==> src/hdl/arxks_pkg.sv <==
package arxks_pkg;

    localparam int WORD_W      = 64;
    localparam int NUM_WORDS   = 8;
    localparam int STEP_W      = $clog2(NUM_WORDS);
    localparam int ROT_AMT     = 9;
    localparam int SETUP_RNDS_A = 2;
    localparam int SETUP_RNDS_B = 62;
    localparam int RND_CNT_W   = $clog2(SETUP_RNDS_B + 1);
    localparam int FOLD_STEPS  = 4;
    localparam int CFG_IDX_W   = 3;
    localparam int COUNT_W     = 4;
    localparam int NUM_BYTES   = WORD_W / 8;

    localparam logic [7:0] BYTE_ONES = 8'hFF;

    localparam logic KIND_START = 1'b0;
    localparam logic KIND_DATA  = 1'b1;

    typedef enum logic [CFG_IDX_W-1:0] {
        REG_KEY_0   = 3'd0,
        REG_KEY_1   = 3'd1,
        REG_KEY_2   = 3'd2,
        REG_KEY_3   = 3'd3,
        REG_NONCE_0 = 3'd4,
        REG_NONCE_1 = 3'd5
    } cfg_reg_t;

    typedef enum logic [2:0] {
        ST_IDLE,
        ST_LOAD,
        ST_SUM,
        ST_ROUND,
        ST_FOLD
    } state_t;

    function automatic logic [WORD_W-1:0] rotl9(input logic [WORD_W-1:0] v);
        return (v << ROT_AMT) | (v >> (WORD_W - ROT_AMT));
    endfunction

endpackage

==> src/hdl/arx_stream_cipher_keystream_top.sv <==
// Channel   Handshake            Payload
// --------  -------------------  ------------------------------------------
// input     s_valid / s_ready    s_kind, s_data_in, s_byte_count
// result    m_valid / m_ready    m_data_out, m_valid_bytes
// config    cfg_valid/cfg_ready  cfg_index, cfg_data
//
// A start item keeps the block busy through a load step, two passes that sum the words
// into the accumulator, and 64 rounds (one word update per cycle through the shared ARX
// unit). A data item runs one round and a keystream fold. s_ready is high only when idle,
// so a new item is taken only once the last one is done. Reset (aresetn low, synchronous)
// clears the configuration registers, round words and accumulator. A waiting result holds
// the last fold step; idle still takes items.
module arx_stream_cipher_keystream_top (
    input  logic                               aclk,
    input  logic                               aresetn,
    input  logic                               s_valid,
    output logic                               s_ready,
    input  logic                               s_kind,
    input  logic [arxks_pkg::WORD_W-1:0]       s_data_in,
    input  logic [arxks_pkg::COUNT_W-1:0]      s_byte_count,
    output logic                               m_valid,
    input  logic                               m_ready,
    output logic [arxks_pkg::WORD_W-1:0]       m_data_out,
    output logic [arxks_pkg::COUNT_W-1:0]      m_valid_bytes,
    input  logic                               cfg_valid,
    output logic                               cfg_ready,
    input  logic [arxks_pkg::CFG_IDX_W-1:0]    cfg_index,
    input  logic [arxks_pkg::WORD_W-1:0]       cfg_data
);
    import arxks_pkg::*;

    // Configuration registers; they are copied into the round words only by
    // the load step of a start item.
    logic [WORD_W-1:0] key_reg [4];
    logic [WORD_W-1:0] nonce_reg [2];

    // The round words live in a circular shift line. The word being updated
    // always sits at position 0 and its successor at position 1, so the
    // shared unit reads fixed taps only. After eight shifts the words are
    // back in their natural order.
    logic [WORD_W-1:0] q_reg [NUM_WORDS];
    logic [WORD_W-1:0] q_next [NUM_WORDS];
    logic [WORD_W-1:0] acc_reg, acc_next;
    // Raw update of word 0 in the current round; word 7 needs it before the
    // pre-round value of word 0 has been added back.
    logic [WORD_W-1:0] w0_reg, w0_next;
    logic [WORD_W-1:0] ks_reg, ks_next;

    state_t                 state_reg, state_next;
    logic [STEP_W-1:0]      step_reg, step_next;
    logic [RND_CNT_W-1:0]   rounds_reg, rounds_next;
    logic                   second_pass_reg, second_pass_next;

    logic                   kind_reg, kind_next;
    logic [WORD_W-1:0]      data_reg, data_next;
    logic [COUNT_W-1:0]     count_reg, count_next;

    logic                   m_valid_reg, m_valid_next;
    logic [WORD_W-1:0]      m_data_reg, m_data_next;
    logic [COUNT_W-1:0]     m_bytes_reg, m_bytes_next;

    logic [WORD_W-1:0] arx_old, arx_succ, arx_w;
    logic [WORD_W-1:0] fold_base, fold_add, fold_xor, fold_sum;
    logic [WORD_W-1:0] byte_mask;
    logic              in_accept;
    logic              out_free;

    assign s_ready   = (state_reg == ST_IDLE);
    assign cfg_ready = 1'b1;
    assign in_accept = s_valid && s_ready;
    assign out_free  = !m_valid_reg || m_ready;

    assign m_valid       = m_valid_reg;
    assign m_data_out    = m_data_reg;
    assign m_valid_bytes = m_bytes_reg;

    // Shared ARX unit: one word update per cycle.
    assign arx_old  = q_reg[0];
    assign arx_succ = (step_reg == STEP_W'(NUM_WORDS - 1)) ? w0_reg : q_reg[1];
    assign arx_w    = rotl9((arx_old + arx_succ + acc_reg) ^ arx_old);

    // Keystream fold, one add and one XOR per cycle.
    always_comb begin
        fold_base = ks_reg;
        fold_add  = q_reg[7];
        fold_xor  = '0;
        case (step_reg)
            STEP_W'(0): begin
                fold_base = q_reg[0];
                fold_add  = q_reg[6];
                fold_xor  = q_reg[1];
            end
            STEP_W'(1): begin
                fold_add = q_reg[5];
                fold_xor = q_reg[2];
            end
            STEP_W'(2): begin
                fold_add = q_reg[4];
                fold_xor = q_reg[3];
            end
            default: begin
                fold_add = q_reg[7];
                fold_xor = '0;
            end
        endcase
        fold_sum = (fold_base + fold_add) ^ fold_xor;
    end

    always_comb begin
        for (int b = 0; b < NUM_BYTES; b++) begin
            byte_mask[8*b +: 8] = (COUNT_W'(b) < count_reg) ? BYTE_ONES : 8'h00;
        end
    end

    always_comb begin
        state_next       = state_reg;
        step_next        = step_reg;
        rounds_next      = rounds_reg;
        second_pass_next = second_pass_reg;
        q_next           = q_reg;
        acc_next         = acc_reg;
        w0_next          = w0_reg;
        ks_next          = ks_reg;
        kind_next        = kind_reg;
        data_next        = data_reg;
        count_next       = count_reg;
        m_valid_next     = m_valid_reg;
        m_data_next      = m_data_reg;
        m_bytes_next     = m_bytes_reg;

        if (m_valid_reg && m_ready) begin
            m_valid_next = 1'b0;
        end

        case (state_reg)
            ST_IDLE: begin
                if (in_accept) begin
                    kind_next  = s_kind;
                    data_next  = s_data_in;
                    // Counts above eight saturate to a full block.
                    count_next = (s_byte_count > COUNT_W'(NUM_BYTES)) ?
                                 COUNT_W'(NUM_BYTES) : s_byte_count;
                    step_next  = '0;
                    if (s_kind == KIND_START) begin
                        state_next = ST_LOAD;
                    end else begin
                        rounds_next = RND_CNT_W'(1);
                        state_next  = ST_ROUND;
                    end
                end
            end
            ST_LOAD: begin
                q_next[0] = key_reg[0] ^ nonce_reg[0];
                q_next[1] = key_reg[1] ^ nonce_reg[1];
                q_next[2] = key_reg[2];
                q_next[3] = key_reg[3];
                for (int k = 4; k < NUM_WORDS; k++) begin
                    q_next[k] = '0;
                end
                acc_next         = '0;
                second_pass_next = 1'b0;
                step_next        = '0;
                state_next       = ST_SUM;
            end
            ST_SUM: begin
                acc_next = acc_reg + q_reg[0];
                for (int k = 0; k < NUM_WORDS - 1; k++) begin
                    q_next[k] = q_reg[k+1];
                end
                q_next[NUM_WORDS-1] = q_reg[0];
                step_next = step_reg + STEP_W'(1);
                if (step_reg == STEP_W'(NUM_WORDS - 1)) begin
                    rounds_next = second_pass_reg ? RND_CNT_W'(SETUP_RNDS_B) :
                                                    RND_CNT_W'(SETUP_RNDS_A);
                    state_next  = ST_ROUND;
                end
            end
            ST_ROUND: begin
                acc_next = acc_reg + arx_w;
                if (step_reg == '0) begin
                    w0_next = arx_w;
                end
                for (int k = 0; k < NUM_WORDS - 1; k++) begin
                    q_next[k] = q_reg[k+1];
                end
                // The word re-enters the line with its pre-round value added.
                q_next[NUM_WORDS-1] = arx_w + arx_old;
                step_next = step_reg + STEP_W'(1);
                if (step_reg == STEP_W'(NUM_WORDS - 1)) begin
                    rounds_next = rounds_reg - RND_CNT_W'(1);
                    if (rounds_reg == RND_CNT_W'(1)) begin
                        if (kind_reg == KIND_DATA) begin
                            state_next = ST_FOLD;
                        end else if (!second_pass_reg) begin
                            second_pass_next = 1'b1;
                            state_next       = ST_SUM;
                        end else begin
                            state_next = ST_IDLE;
                        end
                    end
                end
            end
            ST_FOLD: begin
                if (step_reg == STEP_W'(FOLD_STEPS - 1)) begin
                    if (out_free) begin
                        m_valid_next = 1'b1;
                        m_data_next  = data_reg ^ (fold_sum & byte_mask);
                        m_bytes_next = count_reg;
                        step_next    = '0;
                        state_next   = ST_IDLE;
                    end
                end else begin
                    ks_next   = fold_sum;
                    step_next = step_reg + STEP_W'(1);
                end
            end
            default: begin
                state_next = ST_IDLE;
            end
        endcase
    end

    always_ff @(posedge aclk) begin
        if (!aresetn) begin
            state_reg       <= ST_IDLE;
            step_reg        <= '0;
            rounds_reg      <= '0;
            second_pass_reg <= 1'b0;
            m_valid_reg     <= 1'b0;
            acc_reg         <= '0;
            for (int k = 0; k < NUM_WORDS; k++) begin
                q_reg[k] <= '0;
            end
            for (int k = 0; k < 4; k++) begin
                key_reg[k] <= '0;
            end
            nonce_reg[0] <= '0;
            nonce_reg[1] <= '0;
        end else begin
            state_reg       <= state_next;
            step_reg        <= step_next;
            rounds_reg      <= rounds_next;
            second_pass_reg <= second_pass_next;
            m_valid_reg     <= m_valid_next;
            acc_reg         <= acc_next;
            q_reg           <= q_next;
            if (cfg_valid && cfg_ready) begin
                case (cfg_index)
                    REG_KEY_0:   key_reg[0]   <= cfg_data;
                    REG_KEY_1:   key_reg[1]   <= cfg_data;
                    REG_KEY_2:   key_reg[2]   <= cfg_data;
                    REG_KEY_3:   key_reg[3]   <= cfg_data;
                    REG_NONCE_0: nonce_reg[0] <= cfg_data;
                    REG_NONCE_1: nonce_reg[1] <= cfg_data;
                    default: begin
                    end
                endcase
            end
        end
    end

    // Payload registers carry no reset.
    always_ff @(posedge aclk) begin
        w0_reg      <= w0_next;
        ks_reg      <= ks_next;
        kind_reg    <= kind_next;
        data_reg    <= data_next;
        count_reg   <= count_next;
        m_data_reg  <= m_data_next;
        m_bytes_reg <= m_bytes_next;
    end

    // A busy sequencer never offers to take an item.
    a_busy_not_ready: assert property (@(posedge aclk) disable iff (!aresetn)
        (state_reg != ST_IDLE) |-> !s_ready)
        else $error("input ready while the sequencer is busy");

    // A start item never yields a result right after it is taken.
    a_start_no_result: assert property (@(posedge aclk) disable iff (!aresetn)
        (in_accept && s_kind == KIND_START) |=> !$rose(m_valid))
        else $error("result raised after a start item");

    // Rounds are only run while some remain.
    a_round_count: assert property (@(posedge aclk) disable iff (!aresetn)
        (state_reg == ST_ROUND) |-> (rounds_reg != '0))
        else $error("round state with no rounds left");

    // The reported byte count is saturated.
    a_bytes_range: assert property (@(posedge aclk) disable iff (!aresetn)
        m_valid |-> (m_valid_bytes <= COUNT_W'(NUM_BYTES)))
        else $error("valid byte count above a full block");

endmodule
==> config.mk <==
export PLATFORM = sky130hd
export DESIGN_NAME = arx_stream_cipher_keystream_top
export DESIGN_NICKNAME = d
export VERILOG_FILES = /design/src/hdl/arxks_pkg.sv /design/src/hdl/arx_stream_cipher_keystream_top.sv
export SDC_FILE = /design/constraint.sdc
export NUM_CORES = 2
export LEC_CHECK = 0
export BUFFER_PORTS_ARGS = -buffer_cell sky130_fd_sc_hd__buf_4
export CORE_MARGIN = 2
export CORE_UTILIZATION = 45
export CTS_BUF_LIST = sky130_fd_sc_hd__clkbuf_16
export DETAILED_ROUTE_END_ITERATION = 10
export GPL_TIMING_DRIVEN = 0
export SYNTH_ARGS = -nofsm -noshare
export SYNTH_HDL_FRONTEND = slang
export SYNTH_SLANG_ARGS = --single-unit
export TNS_END_PERCENT = 50
==> constraint.sdc <==
create_clock -name aclk -period 14.7 [get_ports aclk]
set_clock_uncertainty 0.15 [all_clocks]
set_input_delay 0 -clock aclk [delete_from_list [all_inputs] [get_ports aclk]]
set_output_delay 0 -clock aclk [all_outputs]
set_load 0.02 [all_outputs]
# == After elaboration in Yosys (flattened, before gate mapping) ==
# Memories as Yosys holds them, arrays and structs flattened.
# Cells that the tools add are included.
# totals
register_bits,855
ramBits,384
input_bits,141
out_inout_bits,71
elab_cells,169
mem_count,2
# mem_list
memory,words,word_bits,read_ports,rd_clocked_by_memory_dff,write_ports,line,source
key_reg,4,64,4,0,4,arx_stream_cipher_keystream_top.sv:34,logic [WORD_W-1:0] key_reg [4];
nonce_reg,2,64,2,0,2,arx_stream_cipher_keystream_top.sv:35,logic [WORD_W-1:0] nonce_reg [2];
# op_classes
add_sub_neg,8
order_cmp,9
n_eq_ne,23
n_mux,72
n_bitwise,14
n_reduce_logical,20
# op_table
op,n
$pmux W512 S3,1
$pmux W64 S3,3
$mux W64,8
$add A64 B64 Y64,6
$xor A64 B64 Y64,5
$and A64 B64 Y64,1
$mux W8,8
$or A64 B9 Y64,1
$mux W1,32
$mux W6,5
$mux W3,9
$eq A3 B2 Y1 const B,6
$pmux W6 S3,1
$lt A3 B4 Y1 const A,4
$pmux W3 S5,1
$eq A3 B3 Y1 const B,4
$ne A2 B2 Y1 const B,6
$pmux W3 S4,1
$eq A3 B1 Y1 const B,3
$logic_not A3 Y1,3
$lt A1 B4 Y1 const A,2
$lt A2 B4 Y1 const A,2
$eq A6 B1 Y1 const B,1
$or A1 B1 Y1,6
other kinds (20),27

# == Depth between registers and ports, before layout ==
# depth
word_depth,8
depth_mapped,33
ltp_nobuf,30

# == Worst setup path after synthesis ==
# OpenSTA, ideal clock, no wires.
# synth_path
path_type,register to register
startpoint,reg step_reg[0]
endpoint,reg acc_reg[54]
setup_ps,128
arrival_ps,7400
t_required_ps,14422
setup_slack_ps,7022
stages_incl_launch_ff,32
path_buffers,4
period_less_slack_ps,7678
path_cell_list,dfxtp_1 ha_1 ha_1 clkbuf_1 clkbuf_1 buf_1 mux2_2 fa_1 ha_1 clkbuf_1 and3_1 nand2_1 or4_4 a2111oi_4 o211ai_2 a31oi_4 nor2_1 xnor2_1 mux2_2 ha_1 fa_1 a211oi_1 o21ai_0 or3b_1 a31oi_1 a21oi_1 o21ai_1 nand3_1 o31ai_2 a41oi_1 xnor2_1 o21ai_0
# synth_between
elab_chain_cells,8
# synth_rtl
item,line,source
from (decl),arx_stream_cipher_keystream_top.sv:50,"logic [STEP_W-1:0] step_reg, step_next;"
from (signal assigned),arx_stream_cipher_keystream_top.sv:241,step_reg <= step_next;
$eq A3 B3 Y1,arx_stream_cipher_keystream_top.sv:79,assign arx_succ = (step_reg == STEP_W'(NUM_WORDS - 1)) ? w0_reg : q_reg[1];
$mux W64,arx_stream_cipher_keystream_top.sv:79,
$add A64 B64 Y64 (2 in a row),arx_stream_cipher_keystream_top.sv:80,assign arx_w = rotl9((arx_old + arx_succ + acc_reg) ^ arx_old);
$xor A64 B64 Y64,arx_stream_cipher_keystream_top.sv:80,
$or A64 B9 Y64,arxks_pkg.sv:38,return (v << ROT_AMT) | (v >> (WORD_W - ROT_AMT));
named net arx_w[0],arx_stream_cipher_keystream_top.sv:62,"logic [WORD_W-1:0] arx_old, arx_succ, arx_w;"
$add A64 B64 Y64,arx_stream_cipher_keystream_top.sv:179,acc_next = acc_reg + arx_w;
$pmux W64 S3,arx_stream_cipher_keystream_top.sv:135,case (state_reg)
to (signal assigned),arx_stream_cipher_keystream_top.sv:245,acc_reg <= acc_next;
to (decl),arx_stream_cipher_keystream_top.sv:43,"logic [WORD_W-1:0] acc_reg, acc_next;"
# The timed path passes the listed nets, and every way through them passes these cells.
# A chain may end at the register's enable or synchronous reset.

# == Worst setup path in the final report ==
# layout_path
startpoint,reg step_reg[0]
endpoint,reg acc_reg[63]
# Same word-level chain as after synthesis.

==> summary by stage <==
Placement
The routability congestion estimate is 0.9794. Detailed placement ended at an HPWL of 225800 um. The number of port buffers is 209.

Worst setup path
The path type of the worst setup path is flop to flop. The largest individual stage delay along the critical path comes from the cell o31ai_1. In this run the worst path has a maximum fanout of 10.

The maximum cell stage delay along the critical path is roughly 1.0 ns. The source of the worst register-to-register timing path is step_reg[0]$_SDFFE_PN0P_. On the critical path the largest part of the delay comes from compound AO/OA/AOI/OAI gates.

STA classifies the critical path startpoint as a flop. The depth of the critical timing path with buffers and inverters included is 32. The most numerous cell type found on the critical path is ha_1. STA puts the critical path data required time at about 15 ns. The end of the worst register-to-register path is acc_reg[63]$_SDFFE_PN0P_.

The number of cells traversed by the worst register-to-register path is 32. The worst setup path is captured at a flop. The data arrival time of the critical path is between 10 and 15 ns.

The number of buffers and inverters on the critical path is 4. For flop-to-flop paths, the worst setup slack is around 2.3 ns. The critical path ends at acc_reg[63]$_SDFFE_PN0P_. The most critical setup path has its startpoint at step_reg[0]$_SDFFE_PN0P_.

Die
From left edge to right edge, the die measures ~390 um. The die covers 0.1544 sq mm. Measured along the y axis, the die boundary spans 392.9 um.

The count of pins on the block boundary is around 210. The initialized floorplan defines about 140 standard-cell rows. The initial utilization of the core area, before any placement, comes to between 40% and 50%. The core outline area is roughly 0.15 sq mm.

Routing
The total via count after detailed routing is approximately 60000. After detailed routing, the total wire length is just under 300000 um. After detailed routing, the number of vias per cell comes to between 6 and 7.

The number of nets with antenna violations after routing is 0. For this run, design rule violations remaining after detail routing come to 0. The count of routing violations after the opening detailed-route iteration is 8259. The count of TritonRoute iterations in the first routing pass is 9. The detailed-route wire length per cell is ~30 um.

Synthesis
The post-synth design cell area is about 0.068 sq mm. The distinct cell type count of the synthesized netlist is 89. Synthesis handed over a netlist of ~7000 instances. The share of flip-flops with an asynchronous set or reset after synthesis is 0%. The total number of yosys warnings is 0. The count of flip-flops with a built-in enable after synthesis is approximately 650. The net count after synthesis is roughly 7300. The synthesis-stage register bit count is ~1200. The average instance area after synthesis is 9.961 sq um. The commonest register cell after synthesis is edfxtp_1.

The sequential share of the synthesized area is roughly 46%.

Clocking
In this run the clock root is driven by a clkbuf_16. The post-CTS setup-driven buffer insertion count is 0. The number of clock buffers added by TritonCTS is ~140. In this run the deepest clock path goes through 3 buffers. The clock-pin slew of the registers on the worst-case setup and hold paths is 0.06 ns. The later pin in the worst-skew pair is clocked with a latency of between 0.8 and 0.9 ns. The hold buffer count at CTS is 272. Clock tree synthesis found a total of 1239 sinks. The CTS tree is yes. The maximum level of the CTS H-tree is 4. Post-CTS repair changed the size of 0 cells.

Pwr
The power per unit of standard cell area is between 150 and 200 mW/mm^2. The relative contribution of combinational cells to total power is about 42%. Net switching is around 44% of the power.

The worst-case IR drop observed on VDD is approximately 0.13 mV. The register share of total power is between 30% and 40%. The leakage component of the power is 30.99 nW. The internal power contribution is 7.983 mW.

The completed layout was analyzed and its total power is between 10 and 15 mW. In this run the power spent charging and discharging nets is between 6 and 7 mW. The clock network burns between 20 and 25% of the power.

Global route
Across every metal layer, demand over resource in global routing totals around 37%. The pin count of the biggest net entering global routing is 37. The number of antenna violations at the first check in global routing is 21. The global-route wire length before repair is 408500 um. The via count of the first global-routing pass is about 56000.

The global route total overflow is 0.

STA
The max-slew violation total from the final report is 27. Of the available clock period, the critical path in the final layout requires 84.50%. The final critical delay including setup and external delays is between 10 and 15 ns.

The tightest slew margin relative to the limit is -5.212%. Setup total negative slack on the finished layout was measured at 0 ns. Timing would allow up to around 0.081 GHz. The count of final hold-check violations is 0. The measured slew at the worst slew-check pin is around 1.6 ns.

Setup repair after global routing left no endpoint under its margin. Setup violations remaining at the end of the flow were counted as 0.

Finish
The register with the most flip-flops in the layout has approximately 450 of them. Relative to the synthesized area, the layout overhead comes to 18.07%. The fraction of layout cells with a size suffix above 1 is between 8 and 9%. Leaving out fill and tap cells, the most frequent cell in the layout is edfxtp_1. Leaving out fill and tap cells, the most frequent cells in the layout are 649 x edfxtp_1, 590 x dfxtp_1, 584 x nand2_1.

The number of filler cells placed in the layout is between 10000 and 15000. The layout net count is 7964.

Flow run
The tool flagged a number of max-cap violations equal to 3.

Min path
In this run the most critical hold path is launched from cfg_data[5]. The class of the most critical hold timing path is input port to flop.

Outcome
The flow ran to the end, but the final reports show violations. The final reports fail on capacitance limit, slew limit.
## final cells by class
type	count	area, sq um	area share, %
clock inverter	120	924.6	1.151
antenna	17	42.54	0.05294
timing repair buffer	517	5022	6.250
sequential	1239	31300	38.95
buffer	459	1760	2.191
clock buffer	145	3628	4.516
inverter	88	330.3	0.4111
tap	2016	2522	3.139
multi-input combinational	5046	34820	43.33
## synthesized netlist by cell type (76+ instances only)
cell type  count  area share (%)
clkbuf_1     413             2.3
and2_1       345             3.2
inv_1         87            0.48
o21ai_0      334             2.5
a21o_1       176             1.9
ha_1         262             4.8
mux2_2       140             2.3
nor2_1       332             1.8
o22ai_1      137             1.3
a22oi_1      414             4.6
a21oi_1      528             3.9
edfxtp_1     649              29
xor2_1       239             3.1
a22o_1        76            0.98
nor2b_1      228             2.1
a31oi_1       86            0.79
dfxtp_1      590              17
xnor2_1      312             4.0
nand2_1      584             3.2
a21boi_0     119             1.3
## routing by layer
metal	up-vias	GRT usage (%)	share of wire, %
met2	3383	54.02	42
li1	26469	-	-
met3	676	8.468	9.8
met5	-	0	0.037
met1	29631	51.05	42
met4	18	20.70	6.6
## kinds of logic (layout without fill, tap and decap cells)
family	count (synthesis)	after routing	share of synthesized area [%]
xor gates and xnor gates	551	551	7.091
adders and majority gates	329	329	6.788
muxes	158	158	2.581
AOI/OAI and AO/OA	2196	2196	21.31
and+or+nand+nor	1811	1811	13.18
DFF	1239	1239	45.99
buffers and inverters	547	1329	3.047
other	1	18	0.005510
## how the worst min path moves through the flow
stage,to,slack (ns),depth (start not counted)
after floorplan,data_reg[0]$_DFFE_PP_,-0.05,0
after global placement,data_reg[0]$_DFFE_PP_,0.03,1
after detailed placement,data_reg[2]$_DFFE_PP_,0.03,1
after CTS,key_reg[1][7]$_SDFFCE_PN0P_,0.007,3
after global routing,key_reg[1][7]$_SDFFCE_PN0P_,0.01,3
final,key_reg[2][5]$_SDFFCE_PN0P_,0.04,3
## worst register-to-register path: cells and delay by family (launching register included)
kind	cells	cell delay, ns
simple gates	5	1.07
fa+ha+maj	5	1.40
compound gates	14	5.01
xor+xnor	2	1.03
mux	2	0.76
buf+inv	4	2.48
flops	1	0.40
## power by group through the flow
stage | registers, mW | logic, mW | clock network (mW)
floorplan | 4.44 | 3.67 | 0
global placement | 4.78 | 5.61 | 0
detailed placement | 4.76 | 5.70 | 0
CTS | 4.69 | 5.79 | 3.53
global route | 4.70 | 6.35 | 3.68
finish | 4.70 | 6.01 | 3.52
## metrics by stage
step                hold slack, ns  util, %  std cells  setup slack [ns]  area, sq um
floorplan                 -0.05113        -       6832             7.022        68050
global placement           0.02805    48.11       9057             2.623        72140
detailed placement         0.02944    48.70       9093             2.577        73020
CTS                       0.006610    53.55       9630             2.523        80300
global route               0.01286    53.56       9630             2.074        80310
finish                     0.03682    53.58       9647             2.278        80350
Note: power is estimated with default switching activity, not from simulation.
